==> src/rtl/assert_macros.svh <==
// Assertion macros used by the resampler top level; they compile to nothing for synthesis.
`ifndef ASSERT_MACROS_SVH
`define ASSERT_MACROS_SVH

`ifndef SYNTHESIS

// Same-cycle implication checked at every rising clock edge outside reset.
`define ASSERT_IMPL(label, clk, rst, ante, cons) \
  label: assert property (@(posedge clk) disable iff (rst) (ante) |-> (cons)) \
    else $error("assertion failed");

// Next-cycle implication checked at every rising clock edge outside reset.
`define ASSERT_NEXT(label, clk, rst, ante, cons) \
  label: assert property (@(posedge clk) disable iff (rst) (ante) |=> (cons)) \
    else $error("assertion failed");

`else

`define ASSERT_IMPL(label, clk, rst, ante, cons)
`define ASSERT_NEXT(label, clk, rst, ante, cons)

`endif

`endif

==> src/rtl/pcmrs_pkg.sv <==
// Types, codes and helpers shared by the PCM FIFO resampler.
package pcmrs_pkg;

  localparam int APB_ADDR_W = 5;

  localparam logic [2:0] CMD_PUSH_BYTE = 3'd0;
  localparam logic [2:0] CMD_PUSH_HALF = 3'd1;
  localparam logic [2:0] CMD_PUSH_WORD = 3'd2;
  localparam logic [2:0] CMD_TIMER     = 3'd3;
  localparam logic [2:0] CMD_CLEAR     = 3'd4;

  localparam logic [2:0] REG_AUDIO_EN = 3'd0;
  localparam logic [2:0] REG_SOUND_EN = 3'd1;
  localparam logic [2:0] REG_CH0_ROUTE = 3'd2;
  localparam logic [2:0] REG_CH1_ROUTE = 3'd3;
  localparam logic [2:0] REG_CH0_HALF = 3'd4;
  localparam logic [2:0] REG_CH1_HALF = 3'd5;

  localparam logic [23:0] MIN_STEP = 24'd1024;
  localparam int unsigned REFILL_LEVEL = 16;

  typedef struct packed {
    logic [2:0]  cmd;
    logic        channel;
    logic [31:0] push_data;
    logic [23:0] step_size;
  } request_t;

  typedef struct packed {
    logic               out_channel;
    logic [13:0]        buffer_slot;
    logic signed [11:0] left_add;
    logic signed [11:0] right_add;
    logic               sample_valid;
    logic               last;
    logic               refill_request;
  } result_t;

  typedef enum logic [2:0] {
    ST_IDLE,
    ST_PUSH,
    ST_RD_CUR,
    ST_RD_NXT,
    ST_LOAD,
    ST_MUL,
    ST_EMIT,
    ST_CHECK
  } state_t;

  // A FIFO byte as a sample: taken as signed, scaled by 16, zero if not valid and optionally halved.
  function automatic logic signed [11:0] byte_sample(logic [7:0] b, logic vld, logic half);
    logic signed [11:0] s;
    s = vld ? $signed({b, 4'b0000}) : 12'sd0;
    return half ? (s >>> 1) : s;
  endfunction

endpackage

==> src/rtl/pcmrs_ram.sv <==
// Generic single-port-write, single-port-read RAM with a registered read.
module pcmrs_ram #(
  parameter int WIDTH = 8,
  parameter int DEPTH = 64
) (
  input  logic                     clk,
  input  logic                     we,
  input  logic [$clog2(DEPTH)-1:0] waddr,
  input  logic [WIDTH-1:0]         wdata,
  input  logic [$clog2(DEPTH)-1:0] raddr,
  output logic [WIDTH-1:0]         rdata
);

  logic [WIDTH-1:0] mem [DEPTH];

  always_ff @(posedge clk) begin
    if (we) begin
      mem[waddr] <= wdata;
    end
    rdata <= mem[raddr];
  end

endmodule

==> src/rtl/pcm_fifo_interpolating_resampler.sv <==
// Top level of the two-channel PCM FIFO resampler with linear interpolation.
// Push requests write 1, 2 or 4 FIFO bytes, one byte per cycle; a clear is done in idle.
// A timer request with audio on reads two bytes in ST_RD_CUR, ST_RD_NXT and ST_LOAD, then the
// shared multiplier gives one result per pass through ST_MUL and ST_EMIT: a run of N results,
// N from 1 to 64, each held in ST_EMIT while stalled. Audio off loads a single result from ST_CHECK.
// Reset is synchronous and clears pointers, phase, positions, FIFO valid bits and result_valid.
`include "assert_macros.svh"

module pcm_fifo_interpolating_resampler #(
  parameter int FIFO_DEPTH = 32,
  parameter int OUT_BUFFER_SIZE = 16384
) (
  input  logic                                clk,
  input  logic                                rst,
  input  logic                                request_valid,
  output logic                                request_stall,
  input  pcmrs_pkg::request_t                 request,
  output logic                                result_valid,
  input  logic                                result_stall,
  output pcmrs_pkg::result_t                  result,
  input  logic                                psel,
  input  logic                                penable,
  input  logic                                pwrite,
  input  logic [pcmrs_pkg::APB_ADDR_W-1:0]    paddr,
  input  logic [31:0]                         pwdata,
  output logic [31:0]                         prdata,
  output logic                                pready
);

  import pcmrs_pkg::*;

  localparam int PTR_W = $clog2(FIFO_DEPTH);
  localparam int MEM_DEPTH = 2 * FIFO_DEPTH;
  localparam int ADDR_W = $clog2(MEM_DEPTH);
  localparam int POS_W = $clog2(OUT_BUFFER_SIZE);

  // Configuration registers.
  logic       audio_enable;
  logic       sound_enable;
  logic [1:0] route [2];
  logic       half [2];

  // Per-channel FIFO and resampler state.
  logic [PTR_W-1:0]      wp [2];
  logic [PTR_W-1:0]      rp [2];
  logic [15:0]           phase [2];
  logic [POS_W-1:0]      pos [2];
  logic [FIFO_DEPTH-1:0] fifo_vld [2];

  // Sequencer and working registers of the request in progress.
  state_t             state, state_next;
  logic [1:0]         push_cnt;
  logic               ch;
  logic [31:0]        data;
  logic [23:0]        step;
  logic               cur_vld, nxt_vld;
  logic signed [11:0] cur, nxt;
  logic [15:0]        frac;
  logic [POS_W-1:0]   opos;
  logic signed [29:0] prod;

  logic               accept;
  logic               out_free;
  logic               out_load;
  logic               cfg_write;
  logic [2:0]         reg_idx;
  logic [23:0]        step_sat;
  logic               mem_we;
  logic [ADDR_W-1:0]  mem_waddr, mem_raddr;
  logic [7:0]         rd_data;
  logic signed [12:0] diff;
  logic signed [16:0] frac_s;
  logic signed [29:0] prod_next;
  logic signed [13:0] delta, val_wide;
  logic signed [11:0] val;
  logic [24:0]        frac_sum;
  logic               run_done;
  logic [POS_W:0]     pos_sum;
  logic [POS_W-1:0]   pos_adv;
  logic [PTR_W:0]     fill_diff, fill;
  logic               refill_now;
  result_t            result_next;

  // Conditions watched by the assertions at the end.
  logic               timer_go;
  logic               emit_go;
  logic               check_go;
  logic               ptrs_ok;

  function automatic logic [PTR_W-1:0] ptr_inc(logic [PTR_W-1:0] p);
    return (p == PTR_W'(FIFO_DEPTH - 1)) ? '0 : p + 1'b1;
  endfunction

  // Channel 1 occupies the upper half of the shared byte memory.
  function automatic logic [ADDR_W-1:0] fifo_addr(logic c, logic [PTR_W-1:0] p);
    return c ? ADDR_W'(FIFO_DEPTH) + ADDR_W'(p) : ADDR_W'(p);
  endfunction

  // ---------------------------------------------------------------------------
  // Configuration port. Registers sit at word addresses; pready is tied high,
  // so every access completes in its access cycle.
  // ---------------------------------------------------------------------------
  assign pready = 1'b1;
  assign reg_idx = paddr[4:2];
  assign cfg_write = psel && penable && pwrite && pready;

  always_ff @(posedge clk) begin
    if (rst) begin
      audio_enable <= 1'b1;
      sound_enable <= 1'b0;
      route[0] <= 2'd0;
      route[1] <= 2'd0;
      half[0] <= 1'b0;
      half[1] <= 1'b0;
    end else if (cfg_write) begin
      case (reg_idx)
        REG_AUDIO_EN: audio_enable <= pwdata[0];
        REG_SOUND_EN: sound_enable <= pwdata[0];
        REG_CH0_ROUTE: route[0] <= pwdata[1:0];
        REG_CH1_ROUTE: route[1] <= pwdata[1:0];
        REG_CH0_HALF: half[0] <= pwdata[0];
        REG_CH1_HALF: half[1] <= pwdata[0];
        default: ;
      endcase
    end
  end

  always_comb begin
    case (reg_idx)
      REG_AUDIO_EN: prdata = {31'd0, audio_enable};
      REG_SOUND_EN: prdata = {31'd0, sound_enable};
      REG_CH0_ROUTE: prdata = {30'd0, route[0]};
      REG_CH1_ROUTE: prdata = {30'd0, route[1]};
      REG_CH0_HALF: prdata = {31'd0, half[0]};
      REG_CH1_HALF: prdata = {31'd0, half[1]};
      default: prdata = '0;
    endcase
  end

  // ---------------------------------------------------------------------------
  // FIFO byte storage. Both channels share one memory; writes come from push
  // requests and reads from the two-byte fetch of a timer request, never in
  // the same cycle. Entries not written since reset or the last clear are
  // masked to zero through the per-entry valid bits.
  // ---------------------------------------------------------------------------
  assign mem_waddr = fifo_addr(ch, wp[ch]);
  assign mem_raddr = fifo_addr(ch, rp[ch]);

  pcmrs_ram #(
    .WIDTH(8),
    .DEPTH(MEM_DEPTH)
  ) u_fifo_ram (
    .clk  (clk),
    .we   (mem_we),
    .waddr(mem_waddr),
    .wdata(data[7:0]),
    .raddr(mem_raddr),
    .rdata(rd_data)
  );

  // ---------------------------------------------------------------------------
  // Shared datapath: one signed multiplier for the interpolation, then the add
  // of the current sample and the phase and position updates.
  // ---------------------------------------------------------------------------
  assign step_sat = (request.step_size < MIN_STEP) ? MIN_STEP : request.step_size;

  assign diff = $signed({nxt[11], nxt}) - $signed({cur[11], cur});
  assign frac_s = $signed({1'b0, frac});
  assign prod_next = diff * frac_s;

  // The arithmetic shift of the product floors the scaled difference.
  assign delta = $signed(prod[29:16]);
  assign val_wide = $signed({{2{cur[11]}}, cur}) + delta;
  assign val = $signed(val_wide[11:0]);

  // The run ends once the phase reaches one whole sample.
  assign frac_sum = {9'd0, frac} + {1'b0, step};
  assign run_done = |frac_sum[24:16];

  assign pos_sum = {1'b0, opos} + (POS_W+1)'(2);
  assign pos_adv = (pos_sum >= (POS_W+1)'(OUT_BUFFER_SIZE))
                 ? POS_W'(pos_sum - (POS_W+1)'(OUT_BUFFER_SIZE))
                 : pos_sum[POS_W-1:0];

  // FIFO fill level of the active channel. During a run the read pointer has
  // already moved past the popped byte, so this is the level after the pop.
  assign fill_diff = {1'b0, wp[ch]} - {1'b0, rp[ch]};
  assign fill = fill_diff[PTR_W] ? fill_diff + (PTR_W+1)'(FIFO_DEPTH) : fill_diff;
  assign refill_now = (32'(fill) <= REFILL_LEVEL);

  // ---------------------------------------------------------------------------
  // Sequencer. A request is taken only in idle; a push or timer request then walks its own
  // path of states and returns to idle when its last byte is written or its last result is loaded.
  // ---------------------------------------------------------------------------
  assign request_stall = (state != ST_IDLE);
  assign accept = request_valid && !request_stall;
  assign out_free = !result_valid || !result_stall;

  always_ff @(posedge clk) begin
    if (rst) begin
      state <= ST_IDLE;
    end else begin
      state <= state_next;
    end
  end

  always_comb begin
    state_next = state;
    mem_we = 1'b0;
    out_load = 1'b0;
    case (state)
      ST_IDLE: begin
        if (accept) begin
          case (request.cmd)
            CMD_PUSH_BYTE, CMD_PUSH_HALF, CMD_PUSH_WORD: state_next = ST_PUSH;
            CMD_TIMER: state_next = audio_enable ? ST_RD_CUR : ST_CHECK;
            default: state_next = ST_IDLE;
          endcase
        end
      end
      ST_PUSH: begin
        mem_we = 1'b1;
        if (push_cnt == 2'd0) begin
          state_next = ST_IDLE;
        end
      end
      ST_RD_CUR: state_next = ST_RD_NXT;
      ST_RD_NXT: state_next = ST_LOAD;
      ST_LOAD: state_next = ST_MUL;
      ST_MUL: state_next = ST_EMIT;
      ST_EMIT: begin
        if (out_free) begin
          out_load = 1'b1;
          state_next = run_done ? ST_IDLE : ST_MUL;
        end
      end
      ST_CHECK: begin
        if (out_free) begin
          out_load = 1'b1;
          state_next = ST_IDLE;
        end
      end
      default: state_next = ST_IDLE;
    endcase
  end

  // Pointers, phase, positions and valid bits of both channels.
  always_ff @(posedge clk) begin
    if (rst) begin
      wp[0] <= '0;
      wp[1] <= '0;
      rp[0] <= '0;
      rp[1] <= '0;
      phase[0] <= '0;
      phase[1] <= '0;
      pos[0] <= '0;
      pos[1] <= '0;
      fifo_vld[0] <= '0;
      fifo_vld[1] <= '0;
      push_cnt <= '0;
    end else begin
      case (state)
        ST_IDLE: begin
          if (accept) begin
            case (request.cmd)
              CMD_PUSH_BYTE: push_cnt <= 2'd0;
              CMD_PUSH_HALF: push_cnt <= 2'd1;
              CMD_PUSH_WORD: push_cnt <= 2'd3;
              // Clearing only drops the valid bits; the pointers stay put.
              CMD_CLEAR: fifo_vld[request.channel] <= '0;
              default: ;
            endcase
          end
        end
        ST_PUSH: begin
          // Writes wrap and may overwrite bytes that were never read.
          fifo_vld[ch][wp[ch]] <= 1'b1;
          wp[ch] <= ptr_inc(wp[ch]);
          push_cnt <= push_cnt - 2'd1;
        end
        ST_RD_CUR: begin
          rp[ch] <= ptr_inc(rp[ch]);
        end
        ST_EMIT: begin
          if (out_load && run_done) begin
            phase[ch] <= frac_sum[15:0];
            pos[ch] <= pos_adv;
          end
        end
        default: ;
      endcase
    end
  end

  // Working registers of the request in progress.
  always_ff @(posedge clk) begin
    case (state)
      ST_IDLE: begin
        if (accept) begin
          ch <= request.channel;
          data <= request.push_data;
          step <= step_sat;
        end
      end
      ST_PUSH: begin
        data <= data >> 8;
      end
      ST_RD_CUR: begin
        cur_vld <= fifo_vld[ch][rp[ch]];
        frac <= phase[ch];
        opos <= pos[ch];
      end
      ST_RD_NXT: begin
        cur <= byte_sample(rd_data, cur_vld, half[ch]);
        nxt_vld <= fifo_vld[ch][rp[ch]];
      end
      ST_LOAD: begin
        nxt <= byte_sample(rd_data, nxt_vld, half[ch]);
      end
      ST_MUL: begin
        prod <= prod_next;
      end
      ST_EMIT: begin
        if (out_load) begin
          frac <= frac_sum[15:0];
          opos <= pos_adv;
        end
      end
      default: ;
    endcase
  end

  // ---------------------------------------------------------------------------
  // Result register. It holds one finished result until the receiver takes it,
  // and the sequencer waits in its emit or check state while it is occupied and stalled.
  // ---------------------------------------------------------------------------
  always_comb begin
    result_next.out_channel = ch;
    if (state == ST_CHECK) begin
      // Audio off: no pop and no rendering, only the refill check.
      result_next.buffer_slot = 14'(pos[ch]);
      result_next.left_add = '0;
      result_next.right_add = '0;
      result_next.sample_valid = 1'b0;
      result_next.last = 1'b1;
      result_next.refill_request = refill_now;
    end else begin
      result_next.buffer_slot = 14'(opos);
      result_next.left_add = (sound_enable && route[ch][1]) ? val : '0;
      result_next.right_add = (sound_enable && route[ch][0]) ? val : '0;
      result_next.sample_valid = 1'b1;
      result_next.last = run_done;
      result_next.refill_request = run_done && refill_now;
    end
  end

  always_ff @(posedge clk) begin
    if (rst) begin
      result_valid <= 1'b0;
    end else if (out_load) begin
      result_valid <= 1'b1;
    end else if (!result_stall) begin
      result_valid <= 1'b0;
    end
  end

  always_ff @(posedge clk) begin
    if (out_load) begin
      result <= result_next;
    end
  end

  // ---------------------------------------------------------------------------
  // Assertions.
  // ---------------------------------------------------------------------------
  assign timer_go = accept && (request.cmd == CMD_TIMER) && audio_enable;
  assign emit_go = (state == ST_EMIT) && out_free;
  assign check_go = (state == ST_CHECK) && out_free;
  assign ptrs_ok = (32'(wp[0]) < FIFO_DEPTH) && (32'(wp[1]) < FIFO_DEPTH)
                && (32'(rp[0]) < FIFO_DEPTH) && (32'(rp[1]) < FIFO_DEPTH);

  `ASSERT_IMPL(a_mid_run_is_sample, clk, rst, result_valid && !result.last, result.sample_valid)
  `ASSERT_NEXT(a_timer_starts_fetch, clk, rst, timer_go, state == ST_RD_CUR)
  `ASSERT_NEXT(a_emit_loads_sample, clk, rst, emit_go, result_valid && result.sample_valid)
  `ASSERT_NEXT(a_check_last, clk, rst, check_go, result_valid && result.last && !result.sample_valid)
  `ASSERT_IMPL(a_ptr_in_range, clk, rst, 1'b1, ptrs_ok)

endmodule
==> config.mk <==
export PLATFORM = sky130hd
export DESIGN_NAME = pcm_fifo_interpolating_resampler
export DESIGN_NICKNAME = d
export VERILOG_FILES = /design/src/rtl/pcmrs_pkg.sv /design/src/rtl/pcmrs_ram.sv /design/src/rtl/pcm_fifo_interpolating_resampler.sv
export VERILOG_INCLUDE_DIRS = /design/src /design/src/rtl
export SDC_FILE = /design/constraint.sdc
export NUM_CORES = 2
export LEC_CHECK = 0
export BUFFER_PORTS_ARGS = -buffer_cell sky130_fd_sc_hd__buf_4
export CAP_MARGIN = 20
export CORE_AREA = 5 5 354 356
export CTS_BUF_LIST = sky130_fd_sc_hd__clkbuf_4 sky130_fd_sc_hd__clkbuf_8
export DETAILED_ROUTE_END_ITERATION = 12
export DIE_AREA = 0 0 359 361
export PLACE_DENSITY = 0.59
export SETUP_SLACK_MARGIN = 0.3
export SLEW_MARGIN = 20
export SYNTH_ARGS = -nofsm -noshare
export SYNTH_HDL_FRONTEND = slang
export SYNTH_HIERARCHICAL = 1
export SYNTH_SLANG_ARGS = --single-unit
==> constraint.sdc <==
create_clock -name clk -period 10.4 [get_ports clk]
set_input_delay 0.52 -clock clk [delete_from_list [all_inputs] [get_ports clk]]
set_output_delay 0.52 -clock clk [all_outputs]
set_load 0.01 [all_outputs]
==> impl_metrics.py <==
metrics = {
    "timing": {
        "final-hold-violation-count": 0,
        "fmax_mhz": 117,
        "fin_crit_ps": 8540,
        "skew_ps": 55.2,
        "tns_ps": 0,
        "fin_crit_sh_pct": 82.1,
        "maxSlewViolCount": 0,
        "setup_viol": 0,
        "grt_setup_unrepaired": "false",
        "slew_headroom_pct": 27.8,
        "worst_pin_slew_ps": 1080,
    },
    "clock_network": {
        "h-tree-depth": 4,
        "tritoncts": "done",
        "numCtsBuffers": 143,
        "clkLatencyLatePin_ps": 830,
        "max-clock-path-buffers": 3,
        "clock_sinks": 840,
        "post_cts_buffers": 0,
        "root_buffer": "clkbuf_8",
        "ctsResizeCount": 0,
        "clkTransAtPathRegs_ps": 60,
    },
    "detailed_routing": {
        "vias": 25406,
        "routed_wl_um": 101000,
        "routedWlPerCell_um": 20.3,
        "drtIter0Drc": 1976,
        "avgViaCountPerCell": 5.10,
        "drtPass1Iterations": 7,
        "postRouteAntennaNets": 0,
        "drc": 0,
    },
    "yosys": {
        "yosysTopAreaCellShare_pct": 58.6,
        "ys_seq_elements": 840,
        "syn_area_um2": 42200,
        "ys_top_cells_by_area": "edfxtp_1, mux4_2, fa_1",
        "synth_cells": 3055,
        "seq_area_frac_synth_pct": 59.4,
        "synth-adder-area-share_pct": 9.25,
        "synth-compound-area-share_pct": 5.88,
        "async_reset_ff_share_pct": 0,
        "synthSimpleGateAreaFrac_pct": 9.85,
        "synth_top_family_by_area": "multiplexers",
        "synth_area_per_cell_um2": 13.8,
        "synth_ff_type": "edfxtp_1",
        "muxShareOfSynthArea_pct": 9.99,
        "synth_edf_count": 823,
        "synth_warnings": 6,
        "synth_cell_types": 73,
        "synth-xor-area-share_pct": 1.31,
        "synth_top_cell_by_area": "edfxtp_1",
    },
    "global_routing": {
        "grt_max_degree": 74,
        "grt_pass1_wl_um": 156000,
        "antenna_found_initial": 1,
        "overflow": 0,
        "grt.total_usage_pct": 15.4,
        "grt_pass1_vias": 26224,
    },
    "layout": {
        "layout_commonest_cell": "edfxtp_1",
        "multi_input_area_um2": 15500,
        "final_util_pct": 39.5,
        "ff_latch_area_um2": 25100,
        "final_layout_size_suffix_gt1_share_pct": 17.3,
        "nFillCells": 11394,
        "final_cell_mix": "edfxtp_1, nor2_1, nand2_1",
        "final_nets": 3590,
        "syn_to_final_growth_pct": 13.8,
    },
    "power": {
        "fin_total_pwr_w": 0.00827,
        "power.density_nw_per_um2": 172,
        "vdd_ir_drop_max_mv": 0.120,
        "leakage_nw": 17.3,
    },
    "die": {
        "die_y_um": 361,
        "rows": 128,
        "core_area_um2": 121000,
        "start_util_pct": 34.7,
        "io_pins": 181,
        "die_w_um": 359,
        "die-area_um2": 130000,
    },
    "setup_path": {
        "worst-path-max-fanout": 17,
        "path_class": "flip-flop to flip-flop",
        "crit_required_ps": 10950,
        "arrival_ps": 9090,
        "cp_slowest_stage_delay_ps": 600,
        "start_kind": "flip-flop",
        "end_kind": "flip-flop",
        "slowest_stage": "a211oi_2",
    },
    "placement": {
        "routabilityCongestion": 0.796,
        "portBuffers": 117,
        "hpwl_um": 62600,
    },
    "min_path": {
        "hold_class": "input pin to flip-flop",
    },
    "status": {
        "outcome": "finished clean",
    },
    "run": {
        "cap_violations": 0,
    },
}
==> synth_stat cells (all sizes together), types with 6 or more instances <==
cell type / n
or2: 7
dfxtp: 17
clkbuf: 121
nor4: 17
mux2: 26
nor2b: 83
nand4: 7
nand2: 234
xor2: 24
fa: 113
a21o: 10
o21ai: 60
inv: 193
o22ai: 10
a22oi: 6
and3: 12
a31oi: 12
nand2b: 53
a211oi: 45
edfxtp: 823
mux2i: 97
buf: 91
ha: 131
o31ai: 68
nor3: 73
xnor2: 39
a21oi: 102
and2: 75
nand3: 39
mux4: 131
o221ai: 10
nor2: 248
a221oi: 7
==> cell families (layout without fill, tap and decap cells) <==
| group | Yosys count | in the layout |
|---|---|---|
| adders and majority gates | 244 | 244 |
| and+or+nand+nor | 871 | 871 |
| other | 2 | 32 |
| buffers and inverters | 405 | 676 |
| DFF | 840 | 840 |
| xor gates and xnor gates | 63 | 63 |
| muxes | 254 | 254 |
| AOI/OAI and AO/OA | 376 | 376 |
==> repair_timing <==
| item | 4_1_cts | 5_1_grt |
|---|---|---|
| hold endpoints to repair | 65 | 0 |
| hold buffers | 62 | 0 |
| setup endpoints to repair | 0 | 0 |
==> stage by stage <==
stage,hold WS (ps),area [um^2],cells,worst slack [ps]
floorplan,422,42300,3084,2660
global placement,441,44600,4660,1850
detailed placement,445,44600,4660,1800
CTS,7.77,48000,4980,1780
global route,49.4,48000,4981,1350
finish,87.4,48000,4981,1860
==> area by class of cell <==
| type | instances | share of cell area (%) |
|---|---|---|
| well taps | 1625 | 4.24 |
| inverters | 193 | 1.51 |
| repair buffers | 225 | 3.84 |
| multi-input cells | 1839 | 32.3 |
| clock buffers | 188 | 4.86 |
| diodes | 1 | 0.00521 |
| clock inverters | 70 | 0.983 |
| flip-flops and latches | 840 | 52.2 |
==> final timing paths <==
check,end,slack (ps),from,cells after the start
setup / recovery,prod[27]$_DFFE_PP_,1860,cur[4]$_DFFE_PP_,29
hold reg to reg,push_cnt[0]$_SDFFE_PP0P_,450,push_cnt[0]$_SDFFE_PP0P_,1
setup reg to reg,prod[27]$_DFFE_PP_,1860,cur[4]$_DFFE_PP_,29
hold / removal,state[1]$_SDFFE_PP0P_,90,request_valid,3
==> sequential cells by signal, summed over array words and instances (netlist names), 2 cells and up, named ones only <==
name,cells
cur,9
data,32
fifo_vld,64
frac,16
half,2
nxt,9
opos,14
phase,32
pos,28
prod,12
push_cnt,2
result,42
route,4
rp,10
state,3
step,24
u_fifo_ram/mem,512
u_fifo_ram/rdata,8
wp,10
==> worst max-delay path, delay by kind of cell (launching register included) <==
family	cells	cell delay (ps)
simple gates	5	1090
xor+xnor	1	90
compound gates	8	2300
fa+ha+maj	8	3670
flops	1	460
buf+inv	7	680
==> per-layer routing <==
metal / global-route usage [%] / up-vias / wire length (um) / part of all wire [%]
met2: 26.6 / 791 / 50700 / 50
li1: - / 11574 / - / -
met3: 2.83 / 143 / 5800 / 5.7
met1: 19.9 / 12898 / 42300 / 42
met4: 4.64 / 0 / 2090 / 2.1
met5: 0 / - / 0 / 0
==> where the power goes <==
part / internal [W] / leakage, nW / switching [W]
logic: 0.000524 / 8.05 / 0.000859
clock network: 0.00155 / 1.46 / 0.00137
registers: 0.00392 / 7.76 / 0.0000461
total: 0.00600 / 17.3 / 0.00227
Note: power is estimated with default switching activity, not from simulation.
